File: config.mk
export PLATFORM = sky130hd
export DESIGN_NAME = button_debounce_hold_repeat_flat
export DESIGN_NICKNAME = d
export VERILOG_FILES = /design/src/hdl/bdhr_pkg.sv /design/src/hdl/bdhr_if.sv /design/src/hdl/bdhr_csr.sv /design/src/hdl/bdhr_lane.sv /design/src/hdl/button_debounce_hold_repeat.sv /design/src/flat_wrapper.sv
export SDC_FILE = /design/constraint.sdc
export NUM_CORES = 2
export LEC_CHECK = 0
export BUFFER_PORTS_ARGS = -buffer_cell sky130_fd_sc_hd__buf_2
export CORE_UTILIZATION = 30
export CTS_BUF_LIST = sky130_fd_sc_hd__clkbuf_4
export DETAILED_ROUTE_END_ITERATION = 10
export GPL_ROUTABILITY_DRIVEN = 0
export PLACE_DENSITY = 0.45
export SLEW_MARGIN = 10
export SYNTH_ARGS = -nofsm -noshare
export SYNTH_HDL_FRONTEND = slang
export SYNTH_SLANG_ARGS = --single-unit
export TNS_END_PERCENT = 30
File: constraint.sdc
create_clock -name clock -period 8.8 [get_ports clock]
set_input_delay 0.88 -clock clock [delete_from_list [all_inputs] [get_ports clock]]
set_output_delay 0.88 -clock clock [all_outputs]
set_load 0.005 [all_outputs]
File: src/hdl/bdhr_pkg.sv
// Package for the button debouncer: command, event, navigation and register codes,
// reset values of the timing registers and the structs passed between modules.
// No dependencies.
`timescale 1ns / 1ps

package bdhr_pkg;

   localparam int TIME_W = 32;
   localparam int CFG_W  = 16;
   localparam int PINS   = 4;

   typedef enum logic [1:0] {
      CMD_TICK = 2'd0,
      CMD_READ = 2'd1,
      CMD_NAV  = 2'd2
   } cmd_type;

   typedef enum logic [2:0] {
      EV_NONE    = 3'd0,
      EV_PRESS   = 3'd1,
      EV_RELEASE = 3'd2,
      EV_HOLD    = 3'd3,
      EV_REPEAT  = 3'd4
   } event_type;

   typedef enum logic [2:0] {
      ACT_IDLE   = 3'd0,
      ACT_SELECT = 3'd1,
      ACT_BACK   = 3'd2,
      ACT_UP     = 3'd3,
      ACT_DOWN   = 3'd4
   } nav_type;

   typedef enum logic [2:0] {
      CSR_DEBOUNCE  = 3'd0,
      CSR_HOLD      = 3'd1,
      CSR_REPEAT    = 3'd2,
      CSR_FAST      = 3'd3,
      CSR_ACCEL     = 3'd4
   } csr_idx_type;

   // Button positions used by the navigation query.
   localparam int KEY_UP     = 0;
   localparam int KEY_DOWN   = 1;
   localparam int KEY_SELECT = 2;
   localparam int KEY_BACK   = 3;

   localparam logic [CFG_W-1:0] DEBOUNCE_RST = 16'd20;
   localparam logic [CFG_W-1:0] HOLD_RST     = 16'd500;
   localparam logic [CFG_W-1:0] REPEAT_RST   = 16'd120;
   localparam logic [CFG_W-1:0] FAST_RST     = 16'd60;
   localparam logic [CFG_W-1:0] ACCEL_RST    = 16'd2000;

   typedef struct packed {
      logic [CFG_W-1:0] debounce_time;
      logic [CFG_W-1:0] hold_time;
      logic [CFG_W-1:0] repeat_interval;
      logic [CFG_W-1:0] fast_repeat_interval;
      logic [CFG_W-1:0] accelerate_after;
   } cfg_type;

   // Per-button command for one processed word.
   typedef struct packed {
      logic              tick;
      logic              clear;
      logic              raw;
      logic [TIME_W-1:0] now;
   } lane_cmd_type;

endpackage

File: src/hdl/bdhr_if.sv
// Valid/ready channel interfaces for the request and response words.
// Field widths are written out directly; no dependency on bdhr_pkg.
`timescale 1ns / 1ps

interface bdhr_req_if;
   logic        valid;
   logic        ready;
   logic [1:0]  command;
   logic [31:0] timestamp;
   logic [3:0]  raw_levels;
   logic [1:0]  button_index;

   modport source (output valid, command, timestamp, raw_levels, button_index,
                   input ready);
   modport sink   (input valid, command, timestamp, raw_levels, button_index,
                   output ready);
endinterface

interface bdhr_rsp_if;
   logic       valid;
   logic       ready;
   logic [2:0] event_code;
   logic [2:0] nav_action;
   logic [3:0] pressed_mask;

   modport source (output valid, event_code, nav_action, pressed_mask, input ready);
   modport sink   (input valid, event_code, nav_action, pressed_mask, output ready);
endinterface

File: src/hdl/bdhr_csr.sv
// Timing configuration registers written through the plain write port.
// Depends on bdhr_pkg.
`timescale 1ns / 1ps

module bdhr_csr (
   input  logic                    clock,
   input  logic                    reset,
   input  logic                    csr_we,
   input  logic [2:0]              csr_index,
   input  logic [15:0]             csr_wdata,
   output bdhr_pkg::cfg_type       cfg
);
   import bdhr_pkg::*;

   cfg_type cfg_ff, cfg_in;

   // Decode the register index; unknown indexes are ignored.
   always_comb begin
      cfg_in = cfg_ff;
      if (csr_we) begin
         unique case (csr_idx_type'(csr_index))
            CSR_DEBOUNCE: cfg_in.debounce_time        = csr_wdata;
            CSR_HOLD:     cfg_in.hold_time            = csr_wdata;
            CSR_REPEAT:   cfg_in.repeat_interval      = csr_wdata;
            CSR_FAST:     cfg_in.fast_repeat_interval = csr_wdata;
            CSR_ACCEL:    cfg_in.accelerate_after     = csr_wdata;
            default: ;
         endcase
      end
   end

   always_ff @(posedge clock) begin
      if (reset) begin
         cfg_ff.debounce_time        <= DEBOUNCE_RST;
         cfg_ff.hold_time            <= HOLD_RST;
         cfg_ff.repeat_interval      <= REPEAT_RST;
         cfg_ff.fast_repeat_interval <= FAST_RST;
         cfg_ff.accelerate_after     <= ACCEL_RST;
      end else begin
         cfg_ff <= cfg_in;
      end
   end

   assign cfg = cfg_ff;

endmodule

File: src/hdl/bdhr_lane.sv
// State and update logic of one button: debounce, hold and auto-repeat timing
// and the latched event. Depends on bdhr_pkg.
`timescale 1ns / 1ps

module bdhr_lane (
   input  logic                    clock,
   input  logic                    reset,
   input  bdhr_pkg::cfg_type       cfg,
   input  bdhr_pkg::lane_cmd_type  cmd,
   output bdhr_pkg::event_type     event_now,
   output logic                    stable_next
);
   import bdhr_pkg::*;

   logic              last_raw_ff, last_raw_in;
   logic              stable_ff, stable_in;
   logic [TIME_W-1:0] change_ff, change_in;
   logic [TIME_W-1:0] press_ff, press_in;
   logic [TIME_W-1:0] repeat_ff, repeat_in;
   event_type         event_ff, event_in;
   logic              hold_seen_ff, hold_seen_in;

   logic [TIME_W-1:0] since_change, since_press, since_repeat;
   logic [CFG_W-1:0]  interval;
   logic              settled, flip, pressed_on, held;

   // Elapsed times, modulo 2^32.
   assign since_change = cmd.now - change_ff;
   assign since_press  = cmd.now - press_ff;
   assign since_repeat = cmd.now - repeat_ff;

   // A level that just changed has zero age, so it can never settle this tick.
   assign settled    = (cmd.raw == last_raw_ff) &&
                       (since_change > {16'd0, cfg.debounce_time});
   assign flip       = settled && (cmd.raw != stable_ff);
   assign pressed_on = flip && !cmd.raw;
   // A fresh press has zero hold age; otherwise the button must stay pressed.
   assign held       = !pressed_on && !stable_ff && flip == 1'b0 &&
                       (since_press > {16'd0, cfg.hold_time});
   assign interval   = (since_press > {16'd0, cfg.accelerate_after}) ?
                       cfg.fast_repeat_interval : cfg.repeat_interval;

   always_comb begin
      last_raw_in  = last_raw_ff;
      stable_in    = stable_ff;
      change_in    = change_ff;
      press_in     = press_ff;
      repeat_in    = repeat_ff;
      event_in     = event_ff;
      hold_seen_in = hold_seen_ff;
      if (cmd.tick) begin
         if (cmd.raw != last_raw_ff) begin
            last_raw_in = cmd.raw;
            change_in   = cmd.now;
         end
         if (flip) begin
            stable_in = cmd.raw;
            if (!cmd.raw) begin
               event_in     = EV_PRESS;
               press_in     = cmd.now;
               hold_seen_in = 1'b0;
            end else begin
               event_in = EV_RELEASE;
            end
         end
         // Hold fires once; the repeat timer restarts at the hold, so no repeat
         // can follow in the same tick.
         if (held) begin
            if (!hold_seen_ff) begin
               event_in     = EV_HOLD;
               hold_seen_in = 1'b1;
               repeat_in    = cmd.now;
            end else if (since_repeat > {16'd0, interval}) begin
               event_in  = EV_REPEAT;
               repeat_in = cmd.now;
            end
         end
      end else if (cmd.clear) begin
         event_in = EV_NONE;
      end
   end

   always_ff @(posedge clock) begin
      if (reset) begin
         last_raw_ff  <= 1'b1;
         stable_ff    <= 1'b1;
         change_ff    <= '0;
         press_ff     <= '0;
         repeat_ff    <= '0;
         event_ff     <= EV_NONE;
         hold_seen_ff <= 1'b0;
      end else begin
         last_raw_ff  <= last_raw_in;
         stable_ff    <= stable_in;
         change_ff    <= change_in;
         press_ff     <= press_in;
         repeat_ff    <= repeat_in;
         event_ff     <= event_in;
         hold_seen_ff <= hold_seen_in;
      end
   end

   assign event_now   = event_ff;
   assign stable_next = stable_in;

   // A debounced press always leaves a press event behind.
   a_press_latched: assert property (@(posedge clock) disable iff (reset)
      (cmd.tick && stable_ff && !stable_in) |=> (event_ff == EV_PRESS))
      else $error("debounced press did not latch a press event");

   // A clear never coincides with a sample.
   a_tick_clear_excl: assert property (@(posedge clock) disable iff (reset)
      !(cmd.tick && cmd.clear))
      else $error("tick and clear issued together");

endmodule

File: src/hdl/button_debounce_hold_repeat.sv
// Top level of the four-button debouncer with hold and auto-repeat.
// Depends on bdhr_pkg, bdhr_if, bdhr_csr and bdhr_lane.
//
// Usage:
//   req_ch carries one request word: command (tick, read, nav), timestamp in
//   milliseconds, active-low raw levels and a button index. rsp_ch returns
//   exactly one word per request: event_code for a read, nav_action for a nav
//   query, and the debounced pressed mask after the request took effect.
//   Timing registers are written on csr_we/csr_index/csr_wdata; the user must
//   write them only while idle; the block itself does not enforce this.
// Pipeline and throughput:
//   A request is captured in the input register at the accepting edge and is
//   processed by the per-button subtract-and-compare logic once the result
//   register is free or being drained; that edge loads the result register
//   and lane state. One request per cycle is sustained with rsp_ch.ready high.
// Reset:
//   All buttons read released with no event; the timing registers return to
//   20, 500, 120, 60 and 2000 ms. Both registers come up empty.
// Stalls:
//   While rsp_ch is held off the result register keeps its word, and one more
//   request can still be taken into the input register before req_ch.ready
//   drops.
`timescale 1ns / 1ps

module button_debounce_hold_repeat #(
   parameter int BUTTONS = 4
) (
   input  logic        clock,
   input  logic        reset,
   bdhr_req_if.sink    req_ch,
   bdhr_rsp_if.source  rsp_ch,
   input  logic        csr_we,
   input  logic [2:0]  csr_index,
   input  logic [15:0] csr_wdata
);
   import bdhr_pkg::*;

   cfg_type cfg;

   // Input register.
   logic              stage_vld_ff, stage_vld_in;
   logic [1:0]        stage_cmd_ff;
   logic [TIME_W-1:0] stage_time_ff;
   logic [PINS-1:0]   stage_raw_ff;
   logic [1:0]        stage_idx_ff;

   // Result register.
   logic              rsp_vld_ff, rsp_vld_in;
   event_type         rsp_ev_ff;
   nav_type           rsp_nav_ff;
   logic [PINS-1:0]   rsp_mask_ff;

   logic              take, go;
   logic              is_tick;
   event_type         lane_ev [BUTTONS];
   logic [BUTTONS-1:0] lane_stable;
   logic [BUTTONS-1:0] lane_clr;
   event_type         ev4 [PINS];
   logic [PINS-1:0]   clr4;
   event_type         ev_res;
   nav_type           nav_res;
   logic [PINS-1:0]   mask_res;

   bdhr_csr u_csr (
      .clock     (clock),
      .reset     (reset),
      .csr_we    (csr_we),
      .csr_index (csr_index),
      .csr_wdata (csr_wdata),
      .cfg       (cfg)
   );

   // Handshake: process when the result register is free or being drained.
   assign go           = stage_vld_ff && (!rsp_vld_ff || rsp_ch.ready);
   assign req_ch.ready = !stage_vld_ff || go;
   assign take         = req_ch.valid && req_ch.ready;
   assign stage_vld_in = take ? 1'b1 : (go ? 1'b0 : stage_vld_ff);
   assign rsp_vld_in   = go ? 1'b1 : (rsp_ch.ready ? 1'b0 : rsp_vld_ff);
   assign is_tick      = go && (cmd_type'(stage_cmd_ff) == CMD_TICK);

   always_ff @(posedge clock) begin
      if (reset) begin
         stage_vld_ff <= 1'b0;
         rsp_vld_ff   <= 1'b0;
      end else begin
         stage_vld_ff <= stage_vld_in;
         rsp_vld_ff   <= rsp_vld_in;
      end
   end

   always_ff @(posedge clock) begin
      if (take) begin
         stage_cmd_ff  <= req_ch.command;
         stage_time_ff <= req_ch.timestamp;
         stage_raw_ff  <= req_ch.raw_levels;
         stage_idx_ff  <= req_ch.button_index;
      end
      if (go) begin
         rsp_ev_ff   <= ev_res;
         rsp_nav_ff  <= nav_res;
         rsp_mask_ff <= mask_res;
      end
   end

   // One lane per button; buttons beyond the raw pins read as released.
   for (genvar b = 0; b < BUTTONS; b++) begin : g_lane
      lane_cmd_type lcmd;
      logic         raw_bit;
      if (b < PINS) begin : g_pin
         assign raw_bit     = stage_raw_ff[b];
         assign lane_clr[b] = clr4[b];
      end else begin : g_nopin
         assign raw_bit     = 1'b1;
         assign lane_clr[b] = 1'b0;
      end
      assign lcmd = {is_tick, lane_clr[b], raw_bit, stage_time_ff};

      bdhr_lane u_lane (
         .clock       (clock),
         .reset       (reset),
         .cfg         (cfg),
         .cmd         (lcmd),
         .event_now   (lane_ev[b]),
         .stable_next (lane_stable[b])
      );
   end

   // Missing buttons present no event and no pressed bit.
   for (genvar i = 0; i < PINS; i++) begin : g_pad
      if (i < BUTTONS) begin : g_have
         assign ev4[i]      = lane_ev[i];
         assign mask_res[i] = !lane_stable[i];
      end else begin : g_none
         assign ev4[i]      = EV_NONE;
         assign mask_res[i] = 1'b0;
      end
   end

   // Read and navigation decode; every event that is inspected is cleared.
   always_comb begin
      ev_res  = EV_NONE;
      nav_res = ACT_IDLE;
      clr4    = '0;
      if (go) begin
         unique case (cmd_type'(stage_cmd_ff))
            CMD_READ: begin
               ev_res             = ev4[stage_idx_ff];
               clr4[stage_idx_ff] = 1'b1;
            end
            CMD_NAV: begin
               clr4[KEY_SELECT] = 1'b1;
               if (ev4[KEY_SELECT] == EV_PRESS) begin
                  nav_res = ACT_SELECT;
               end else begin
                  clr4[KEY_BACK] = 1'b1;
                  if (ev4[KEY_BACK] == EV_PRESS) begin
                     nav_res = ACT_BACK;
                  end else begin
                     clr4[KEY_UP] = 1'b1;
                     if (ev4[KEY_UP] == EV_PRESS || ev4[KEY_UP] == EV_REPEAT) begin
                        nav_res = ACT_UP;
                     end else begin
                        clr4[KEY_DOWN] = 1'b1;
                        if (ev4[KEY_DOWN] == EV_PRESS ||
                            ev4[KEY_DOWN] == EV_REPEAT) begin
                           nav_res = ACT_DOWN;
                        end
                     end
                  end
               end
            end
            default: ;
         endcase
      end
   end

   assign rsp_ch.valid        = rsp_vld_ff;
   assign rsp_ch.event_code   = rsp_ev_ff;
   assign rsp_ch.nav_action   = rsp_nav_ff;
   assign rsp_ch.pressed_mask = rsp_mask_ff;

   // A navigation answer only comes from a navigation query.
   a_nav_only_on_nav: assert property (@(posedge clock) disable iff (reset)
      (go && nav_res != ACT_IDLE) |-> (cmd_type'(stage_cmd_ff) == CMD_NAV))
      else $error("navigation answer from a non-navigation word");

   // The request side is only held off when both registers are occupied.
   a_ready_backpressure: assert property (@(posedge clock) disable iff (reset)
      !req_ch.ready |-> (stage_vld_ff && rsp_vld_ff))
      else $error("request held off with a free register");

   // Every processed word lands in the result register.
   a_result_loaded: assert property (@(posedge clock) disable iff (reset)
      go |=> rsp_vld_ff)
      else $error("processed word was not registered as a result");

endmodule

File: src/flat_wrapper.sv
// flat-port wrapper written by rule: the top's interface ports become plain ports
module button_debounce_hold_repeat_flat import bdhr_pkg::*;
#(
   parameter int BUTTONS = 4
)
  (clock, reset, csr_we, csr_index, csr_wdata, req_ch_valid, req_ch_command, req_ch_timestamp, req_ch_raw_levels, req_ch_button_index, req_ch_ready, rsp_ch_valid, rsp_ch_event_code, rsp_ch_nav_action, rsp_ch_pressed_mask, rsp_ch_ready);
  bdhr_req_if req_ch_i ();
  bdhr_rsp_if rsp_ch_i ();
  input  logic clock;
  input  logic reset;
  input  logic csr_we;
  input  logic [2:0] csr_index;
  input  logic [15:0] csr_wdata;
  input wire logic [$bits(req_ch_i.valid)-1:0] req_ch_valid;
  input wire logic [$bits(req_ch_i.command)-1:0] req_ch_command;
  input wire logic [$bits(req_ch_i.timestamp)-1:0] req_ch_timestamp;
  input wire logic [$bits(req_ch_i.raw_levels)-1:0] req_ch_raw_levels;
  input wire logic [$bits(req_ch_i.button_index)-1:0] req_ch_button_index;
  output wire logic [$bits(req_ch_i.ready)-1:0] req_ch_ready;
  output wire logic [$bits(rsp_ch_i.valid)-1:0] rsp_ch_valid;
  output wire logic [$bits(rsp_ch_i.event_code)-1:0] rsp_ch_event_code;
  output wire logic [$bits(rsp_ch_i.nav_action)-1:0] rsp_ch_nav_action;
  output wire logic [$bits(rsp_ch_i.pressed_mask)-1:0] rsp_ch_pressed_mask;
  input wire logic [$bits(rsp_ch_i.ready)-1:0] rsp_ch_ready;
  assign req_ch_i.valid = req_ch_valid;
  assign req_ch_i.command = req_ch_command;
  assign req_ch_i.timestamp = req_ch_timestamp;
  assign req_ch_i.raw_levels = req_ch_raw_levels;
  assign req_ch_i.button_index = req_ch_button_index;
  assign req_ch_ready = req_ch_i.ready;
  assign rsp_ch_valid = rsp_ch_i.valid;
  assign rsp_ch_event_code = rsp_ch_i.event_code;
  assign rsp_ch_nav_action = rsp_ch_i.nav_action;
  assign rsp_ch_pressed_mask = rsp_ch_i.pressed_mask;
  assign rsp_ch_i.ready = rsp_ch_ready;
  button_debounce_hold_repeat #(.BUTTONS(BUTTONS)) u_core (.clock(clock), .reset(reset), .req_ch(req_ch_i), .rsp_ch(rsp_ch_i), .csr_we(csr_we), .csr_index(csr_index), .csr_wdata(csr_wdata));
endmodule
==> results.sh <==
export IMPL_initial_utilization_pct=30.3
export IMPL_grt_pass1_vias=47100
export IMPL_ys_warn_count=0
export IMPL_cts_sinks=540
export IMPL_synth_edf_count=50
export IMPL_via_count=49200
export IMPL_antenna_found_initial=15
export IMPL_drive_above_1_share_pct=7.87
export IMPL_critPathTopFamily="compound AO/OA/AOI/OAI gates"
export IMPL_fin_nets=7414
export IMPL_cp_endpoint="u_core.g_lane[1].u_lane.repeat_ff[10]"
export IMPL_yosysMostFrequentCell="nand2_1"
export IMPL_maxCapViolCount=0
export IMPL_slew_limit_headroom_pct=24.4
export IMPL_area_delta_synth_final_pct=11.2
export IMPL_hpwlAfterDp_mm=151
export IMPL_max_stage_delay_ns=0.64
export IMPL_post_route_util_pct=33.7
export IMPL_ys_ff_latch=540
export IMPL_cp_startpoint="u_core.stage_time_ff[0]"
export IMPL_cts_setup_buffers=0
export IMPL_vias_per_cell=5.44
export IMPL_setup_tns_ns=0
export IMPL_num_rows=149
export IMPL_hold_ws_ns=0.146
export IMPL_synth_top_area_cell="dfxtp_1"
export IMPL_cts_root_buf="clkbuf_4"
export IMPL_drt_iter0_drc=3339
export IMPL_ant_nets=0
export IMPL_overflow=0
export IMPL_grt_util_all_layers_pct=22.4
export IMPL_ys_top_cells_by_area="dfxtp_1, ha_1, nand2_1, mux2i_1, a21oi_1"
export IMPL_crit_path_top_delay_cell="a2111oi_0"
export IMPL_die_area_um2=169000
export IMPL_drc=0
export IMPL_cp_start_kind="flip-flop"
export IMPL_drv_slew=0
export IMPL_post_route_period_util_pct=93.0
export IMPL_synth_avg_cell_area_um2=7.60
export IMPL_crit_buf_inv=4
export IMPL_syn_inst=6591
export IMPL_fmax_mhz=122
export IMPL_cts_tree="yes"
export IMPL_insertion_delay_ns=1.23
export IMPL_hold_violations=0
export IMPL_reg2reg_slack_ns=0.62
export IMPL_required_ns=9.87
export IMPL_power_density_nw_per_um2=129
export IMPL_grt_max_degree=132
export IMPL_worst_pin_slew_ns=1.13
export IMPL_synth_fp_nets=7298
export IMPL_cp_arrival_ns=9.25
export IMPL_portBuffers=75
export IMPL_seq_area_frac_synth_pct=22.6
export IMPL_cp_num_cells=29
export IMPL_synth_top_cell_area_share_pct=19.6
export IMPL_routed_wl_mm=193
export IMPL_endpoint_kind="flip-flop"
export IMPL_dr_pass1_iters=6
export IMPL_finalSetupViolCount=0
export IMPL_min_period_ns=8.18
export IMPL_async_flop_share_pct=0
export IMPL_wl_per_cell_um=21.4
export IMPL_cp_common_cell="buf_4"
export IMPL_h_tree_depth=4
export IMPL_peakVddDrop_mv=0.0890
export IMPL_clkSlewWorstSetupHoldPaths_ns=0.08
export IMPL_status="completed"
export IMPL_skew_ns=0.112
export IMPL_cts_buffers=168
export IMPL_die_w_um=411
export IMPL_synth_cell_types=100
export IMPL_syn_area_um2=50100
export IMPL_r2r_end="u_core.g_lane[1].u_lane.repeat_ff[10]"
export IMPL_fp_dieH_um=411
export IMPL_cp_max_fo=32
export IMPL_rsz0062_at_grt="false"
export IMPL_grt_pass1_wl_mm=291
export IMPL_reg2reg_depth=29
export IMPL_coreArea_um2=165000
export IMPL_criticalPathCategory="flip-flop to flip-flop"
export IMPL_ys_flop_type="dfxtp_1"
export IMPL_ios=76
export IMPL_synthTopCellsByCount="nand2_1, a21oi_1, ha_1, inv_1, dfxtp_1"
export IMPL_clockBufferDepth=3
export IMPL_hold_path_class="input pin to flip-flop"
export IMPL_p_leak_nw=21.4
export IMPL_r2r_start="u_core.stage_time_ff[0]"
export IMPL_fillers=17800
## cell usage in the layout, fill, tap and decap left out, types with 51 or more instances in the layout
cell type,instances
buf_2,74
nand3_1,124
nor3_1,88
xnor2_1,158
nand4_1,142
a21o_1,163
nor2_1,437
o21ai_0,294
inv_1,497
ha_1,631
nand2_1,979
dlygate4sd3_1,58
nand2b_1,78
buf_4,108
o21a_1,82
a21oi_1,672
o211ai_1,98
xor2_1,100
clkbuf_4,238
dfxtp_1,490
nor2b_1,51
a211oi_1,59
mux2i_1,350
## registers in the layout (all words and copies together), names as in the netlist, 12 cells and up
signal,flops
u_core.g_lane.u_lane.change_ff,128
u_core.g_lane.u_lane.press_ff,128
u_core.g_lane.u_lane.repeat_ff,128
u_core.u_csr.cfg,80
u_core.stage_time_ff,32
u_core.g_lane.u_lane.event_now,12
## per-layer routing
layer  share of wire (%)  GRT usage [%]
met3                 4.5           2.63
met5               0.021              0
met1                  48           30.9
met4                 3.0           7.37
met2                  45           35.8
## cell type report
| class | count | area, um^2 | share of cell area [%] |
|---|---|---|---|
| flip-flops and latches | 540 | 11300 | 20.3 |
| multi-input cells | 5256 | 35800 | 64.2 |
| repair buffers | 243 | 1820 | 3.26 |
| inverters | 498 | 1870 | 3.36 |
| diodes | 6 | 15.0 | 0.0269 |
| clock inverters | 71 | 397 | 0.712 |
| well taps | 2189 | 2740 | 4.91 |
| clock buffers | 238 | 1790 | 3.21 |
## report_power, final
group          total, W  internal, W  switching [W]  leakage [nW]
logic           0.00197     0.000730        0.00124          15.7
registers       0.00257      0.00251      0.0000514          4.44
clock network   0.00264      0.00134        0.00130          1.27
total           0.00718      0.00459        0.00259          21.4
## per-stage QoR
step | instances | setup WS (ns) | power (W) | instance area (um^2)
after CTS | 9035 | 0.294 | 0.00727 | 55700
after global routing | 9039 | 0.0436 | 0.00762 | 55700
after detailed placement | 8668 | 0.272 | 0.00454 | 52900
after floorplan | 6591 | 0.878 | 0.00393 | 50100
final | 9041 | 0.619 | 0.00718 | 55700
after global placement | 8668 | 0.423 | 0.00454 | 52900
## worst min path at each step
stage | start | to | slack, ns | cells past startpoint
final | req_ch_timestamp[6] | u_core.stage_time_ff[6] | 0.15 | 1
after floorplan | u_core.g_lane[0].u_lane.repeat_ff[10] | u_core.g_lane[0].u_lane.repeat_ff[10] | 0.43 | 2
after global routing | req_ch_timestamp[2] | u_core.stage_time_ff[2] | 0.07 | 1
after CTS | req_ch_timestamp[6] | u_core.stage_time_ff[6] | 0.02 | 1
after global placement | u_core.g_lane[3].u_lane.change_ff[28] | u_core.g_lane[3].u_lane.change_ff[28] | 0.44 | 2
after detailed placement | u_core.u_csr.cfg[58] | u_core.u_csr.cfg[58] | 0.45 | 2
## cell families after synthesis
kind of cell	Yosys count	synth area share, %
AND/OR/NAND/NOR	2189	20.2
AO/OA/AOI/OAI	1801	22.9
buffers and inverters	795	6.15
adder cells (fa/ha/maj)	643	16.2
flip-flops	540	22.6
multiplexers	365	7.39
XOR/XNOR	258	4.51
## what timing repair did
action	CTS	global route
gates resized for setup	0	1
setup endpoints to repair	0	32
hold buffers	58	0
hold endpoints to repair	130	0
No activity file was read; power rests on OpenSTA's default activity.
